--- config.mk ---
export PLATFORM = sky130hd
export DESIGN_NAME = mdpq_ctrl
export DESIGN_NICKNAME = d
export VERILOG_FILES = /design/src/sv/mdpq_pkg.sv /design/src/sv/mdpq_ctrl.sv
export SDC_FILE = /design/constraint.sdc
export NUM_CORES = 1
export LEC_CHECK = 0
export BUFFER_PORTS_ARGS = -buffer_cell sky130_fd_sc_hd__buf_2
export CAP_MARGIN = 20
export CORE_AREA = 2 2 39 41
export DETAILED_ROUTE_END_ITERATION = 10
export DIE_AREA = 0 0 41 43
export GPL_ROUTABILITY_DRIVEN = 0
export GPL_TIMING_DRIVEN = 0
export PLACE_DENSITY_LB_ADDON = 0.1
export SLEW_MARGIN = 0
export SYNTH_ARGS = -nofsm -noshare
export SYNTH_HDL_FRONTEND = slang
export SYNTH_SLANG_ARGS = --single-unit
--- constraint.sdc ---
create_clock -name i_clk -period 2.45 [get_ports i_clk]
set_input_delay 0.49 -clock i_clk [delete_from_list [all_inputs] [get_ports i_clk]]
set_output_delay 0.49 -clock i_clk [all_outputs]
set_load 0.1 [all_outputs]
--- src/sv/mdpq_pkg.sv ---
// ----------------------------------------------------------------------------
// mdpq_pkg
// shared types, constants and channel conversion functions
// ----------------------------------------------------------------------------
package mdpq_pkg;

    localparam int PALETTE_ENTRIES = 16;
    localparam int COLOR_KEY_BITS  = 15;
    localparam int IDX_W           = $clog2(PALETTE_ENTRIES);
    localparam int CNT_W           = $clog2(PALETTE_ENTRIES + 1);
    localparam int KEY_DEPTH       = 1 << COLOR_KEY_BITS;
    localparam int DIST_W          = 10;
    localparam logic [7:0] THRESHOLD_RESET = 8'd10;

    typedef enum logic [2:0] {
        ST_IDLE,
        ST_CLEAR,
        ST_LOOKUP,
        ST_SEARCH,
        ST_DECIDE,
        ST_OUTPUT
    } t_state;

    // controller to datapath
    typedef struct packed {
        logic load;        // capture vote result, start decision read
        logic clr_step;    // clear one decision entry
        logic search_start;
        logic search_step;
        logic commit;      // apply decision, write back
        logic out_load;    // publish result
    } t_cmd;

    // datapath to controller
    typedef struct packed {
        logic clr_done;
        logic hit;
        logic search_done;
    } t_status;

    // c * 31 / 255 for 8-bit c
    function automatic logic [4:0] to5(input logic [7:0] c);
        logic [12:0] p;
        logic [21:0] q;
        p = {5'd0, c} * 13'd31;
        q = ({9'd0, p} + 22'd1) * 22'd257;
        return q[20:16];
    endfunction

    // v * 255 / 31 for 5-bit v, constant table
    function automatic logic [7:0] to8(input logic [4:0] v);
        logic [7:0] r;
        case (v)
            5'd0: r = 8'd0;     5'd1: r = 8'd8;     5'd2: r = 8'd16;   5'd3: r = 8'd24;
            5'd4: r = 8'd32;    5'd5: r = 8'd41;    5'd6: r = 8'd49;   5'd7: r = 8'd57;
            5'd8: r = 8'd65;    5'd9: r = 8'd74;    5'd10: r = 8'd82;  5'd11: r = 8'd90;
            5'd12: r = 8'd98;   5'd13: r = 8'd106;  5'd14: r = 8'd115; 5'd15: r = 8'd123;
            5'd16: r = 8'd131;  5'd17: r = 8'd139;  5'd18: r = 8'd148; 5'd19: r = 8'd156;
            5'd20: r = 8'd164;  5'd21: r = 8'd172;  5'd22: r = 8'd180; 5'd23: r = 8'd189;
            5'd24: r = 8'd197;  5'd25: r = 8'd205;  5'd26: r = 8'd213; 5'd27: r = 8'd222;
            5'd28: r = 8'd230;  5'd29: r = 8'd238;  5'd30: r = 8'd246;
            default: r = 8'd255;
        endcase
        return r;
    endfunction

endpackage

--- src/sv/mdpq_ctrl.sv ---
// ----------------------------------------------------------------------------
// mdpq_ctrl
// sequencer: decision memory clear, lookup, palette search, commit, output
// ----------------------------------------------------------------------------
module mdpq_ctrl import mdpq_pkg::*; (
    input  logic    i_clk,
    input  logic    i_rst_n,
    input  logic    i_in_valid,
    output logic    o_in_ready,
    output logic    o_out_valid,
    input  logic    i_out_ready,
    input  t_status i_status,
    output t_cmd    o_cmd
);

    t_state r_state, n_state;
    logic   r_out_valid, n_out_valid;

    always_ff @(posedge i_clk) begin
        if (!i_rst_n) begin
            r_state     <= ST_CLEAR;
            r_out_valid <= 1'b0;
        end else begin
            r_state     <= n_state;
            r_out_valid <= n_out_valid;
        end
    end

    always_comb begin
        n_state = r_state;
        case (r_state)
            ST_CLEAR:  if (i_status.clr_done) n_state = ST_IDLE;
            ST_IDLE:   if (i_in_valid) n_state = ST_LOOKUP;
            ST_LOOKUP: n_state = i_status.hit ? ST_OUTPUT : ST_SEARCH;
            ST_SEARCH: if (i_status.search_done) n_state = ST_DECIDE;
            ST_DECIDE: n_state = ST_OUTPUT;
            ST_OUTPUT: if (!r_out_valid || i_out_ready) n_state = ST_IDLE;
            default:   n_state = ST_IDLE;
        endcase
    end

    always_comb begin
        o_cmd       = '0;
        o_in_ready  = 1'b0;
        n_out_valid = r_out_valid && !i_out_ready;
        case (r_state)
            ST_CLEAR:  o_cmd.clr_step = 1'b1;
            ST_IDLE: begin
                o_in_ready = 1'b1;
                o_cmd.load = i_in_valid;
            end
            ST_LOOKUP: o_cmd.search_start = 1'b1;
            ST_SEARCH: o_cmd.search_step = 1'b1;
            ST_DECIDE: o_cmd.commit = 1'b1;
            ST_OUTPUT: begin
                if (!r_out_valid || i_out_ready) begin
                    o_cmd.out_load = 1'b1;
                    n_out_valid    = 1'b1;
                end
            end
            default: ;
        endcase
    end

    assign o_out_valid = r_out_valid;

endmodule

; Yosys cells after proc, flatten, opt, wreduce, memory -nomap -nowiden
; Index checks and enable logic that the tools add are counted.
[classes]
n_lt_le_gt_ge = 0
add_sub_neg = 0
mux = 16
n_div = 0
shift = 0
eq_ne = 9
mul = 0
reduce_logical = 6
bitwise = 0
[ops]
columns = cell, count
row1 = one-hot mux 3 bit (6 select lines), 1
row2 = 2-to-1 mux 3 bit, 5
row3 = 2-to-1 mux 1 bit, 10
row4 = "inequality test 2 bit, second input constant", 4
row5 = "== test 3 x 2 -> 1 bit, second input constant", 2
row6 = "== test 3 bit, second input constant", 2
row7 = AND reduction 4 bit, 1
row8 = "== test 3 x 1 -> 1 bit, second input constant", 1
row9 = logical NOT 3 bit, 1
row10 = logical NOT 1 bit, 2
row11 = logical AND 1 bit, 1
row12 = logical OR 1 bit, 1
[word_totals]
wordCells = 33
mem_count = 0
out_inout_bits = 8
mem_bits_rw = 0
regBits = 4
rom_bits = 0
latchBits = 0
inputBits = 7

; Longest topological paths before layout
[depth]
word_depth = 4
mapped_depth = 5
mapped_depth_nobuf = 4

; Worst setup path after synthesis
; OpenSTA, ideal clock, no wires.
[synth_timing]
path_type = flip-flop to output port
from = reg r_state[2]
to = out o_cmd[5] in the netlist's numbering
n_path_buf = 1
slack_ps = -1558
arrival_ps = 3518
stages_incl_launch_ff = 4
required_ps = 1960
cell_sequence = dfxtp_1 -> buf_2 -> nor3_1 -> and2_1
[synth_lines]
columns = item, line
row1 = "start, declared", mdpq_ctrl.sv:16  ; t_state r_state, n_state;
row2 = "start signal, assigned", mdpq_ctrl.sv:24  ; r_state <= n_state;
row3 = "end, declared", mdpq_ctrl.sv:13  ; output t_cmd o_cmd

==> impl_results.md <==
- Worst-path fanout max: 10
- Area grow syn2layout: 46.6%
- Die area: between 0.0015 and 0.002 mm2
- Worst Clk Skew: between 0.0015 and 0.002 ns
- DP Cell Count: 68
- Cells after synthesis: 38
- Critical Path End Type: output pin
- CTS Buf Count: 3
- Htree depth: 1
- Hold Crit Start: i_rst_n
- Fmax: 0.493 GHz
- DRC: 0
- CP startpoint kind: flop
- Cell mode on critical path: buf_2
- Max Cap Viol: 0
- Clock edge transition at the registers on the reported setup and hold paths: 0.04 ns
- Most frequent cells in the layout: buf_2 (17), nand2_1 (5), nor2_1 (4), dfxtp_1 (4)
- Setup CP Type: reg -> out
- Most common cell after layout, fill and taps aside: buf_2
- Final ANT Viol Nets: 0
- Starting Density: 0.202
- CTS Buffer Depth: 2
- CTS Sinks: 4
- Core area: 0.00138 mm2
- Port buffer count: 14
- Worst-Skew Late Latency: 0.23 ns
- Vias/cell: around 4.1
- Hpwl dp: 495 um
- Initial antenna violation count: 0
- Cell row count: 14
- Cts hold-fix bufs: 0
- Grt ovf: 0
- Crit path from: r_state[0]
- Antenna Cells: 0
- Seq/Total Area, Yosys: 0.287
- Synthesized flop and latch total: 4
- Total track usage: 0.0833
- Largest net degree at the start of global routing: 11
- Critical R2R Launch: r_state[0]
- Synth Area per Inst: 7.34 um2
- Post-synthesis cell area: around 280 um2
- Cells along the critical path: buf_2, nor2b_1, nand2_1, nor2_2, buf_2
- Setup TNS: 0 ns
- Fin. Hold Viols: 0
- Vias: 293
- Min-delay worst type: in -> reg
- Least-Margin Pin Slew: 0.484 ns
- Crit-path max cell delay: 0.42 ns
- Vias in the first global route: 237
- Slowest CP cell: buf_2
- CTS tree: built
- DIE HEIGHT: 43 um
- First-pass GRT wire length: approximately 950 um
- Slew Limit Fails: 0
- Synthesized net count: 45
- I/O pin count: 15
- Routed wire length: 639 um
- Layout cells sized above 1: 0.436
- Post-CTS resize count: 0
- Router iterations before antenna repair: 4
- Min Tclk post-route: around 2.0 ns
- First DRT Iteration DRCs: 3
- Final period util: 0.829
- Worst EP required: 1.96 ns
- Top cells by area, synth: dfxtp_1 (29%), nor3b_1 (11%), mux2i_1 (7.2%)
- RSZ-0062 raised after global routing: no
- Post-CTS setup buffer count: 0
- Worst Path Arrival: 1.54 ns
- Yosys top cell by area: dfxtp_1
- Worst slew margin: 0.679
- Non-filler instance count after layout: 71
- DIE WIDTH: 41 um
- Warnings from Yosys: 0
- Yosys cell types: 18
- Status: finished, final reports clean
- Clock Tree Root: clkbuf_4
- Yosys top cell area share: 0.287
- Final Net Count: 64
- DR WL/cell: 9.00 um
- Final setup vio count: 0
==> logic make-up (layout without fill, tap and decap cells) <==
| logic type | count (synthesis) | in the layout | synth area share |
|---|---|---|---|
| mux | 2 | 2 | 0.0718 |
| xor+xnor | 1 | 1 | 0.0314 |
| simple gates | 21 | 21 | 0.395 |
| compound gates | 7 | 7 | 0.161 |
| flops | 4 | 4 | 0.287 |
| buf+inv | 3 | 20 | 0.0538 |
==> worst max-delay path, delay by kind of cell (launching register included) <==
family                 cells  cell delay [ns]
buffers and inverters      2             0.64
and+or+nand+nor            3             0.35
DFF                        1             0.31
==> per-layer routing <==
layer,vias to the layer above,share of wire,track usage
li1,164,-,-
met1,118,0.53,0.129
met2,11,0.39,0.0875
met3,0,0.085,0.0157
met4,0,0,0.0800
met5,-,0,0
==> sequential cells by signal (all words and copies together), names as in the netlist <==
| signal | cells |
|---|---|
| r_state | 3 |
| o_out_valid | 1 |
==> path summary, 6_finish.rpt <==
check / slack [ns] / cells past startpoint / endpoint
hold reg to reg: 0.65 / 2 / r_state[0]
setup / recovery: 0.42 / 5 / o_cmd[0]
hold / removal: 0.54 / 2 / r_state[0]
setup reg to reg: 1.17 / 5 / r_state[2]
==> metrics by stage <==
step	utilization	hold WS, ns	setup WS (ns)	instance area, um2
after floorplan	-	0.599	-0.639	297
after CTS	0.296	0.531	0.409	409
after detailed placement	0.279	0.638	0.664	387
after global routing	0.296	0.550	0.341	409
after global placement	0.279	0.641	0.671	387
final	0.296	0.544	0.420	409
==> Yosys cell counts <==
library cell and n:
o21ai_0 1, a21oi_1 2, nor2_1 5, and2_1 1, a211oi_1 1, xor2_1 1
nor3_1 1, o21a_1 1, or3_1 1, mux2i_1 2, o22a_1 1, dfxtp_1 4
nor3b_1 4, a31oi_1 1, nor2b_1 3, nand2b_1 1, nand2_1 5, buf_2 3
==> area by class of cell <==
| cell class | instances | area [um2] |
|---|---|---|
| Fill cell | 160 | 975 |
| Multi-Input combinational cell | 31 | 201 |
| Sequential cell | 4 | 80.1 |
| Timing Repair Buffer | 14 | 70.1 |
| Clock buffer | 3 | 22.5 |
| Tap cell | 16 | 20.0 |
| Buffer | 3 | 15.0 |
Power is not shown: default switching activity piles up to over one toggle a cycle in this logic, so the estimate is an artifact.
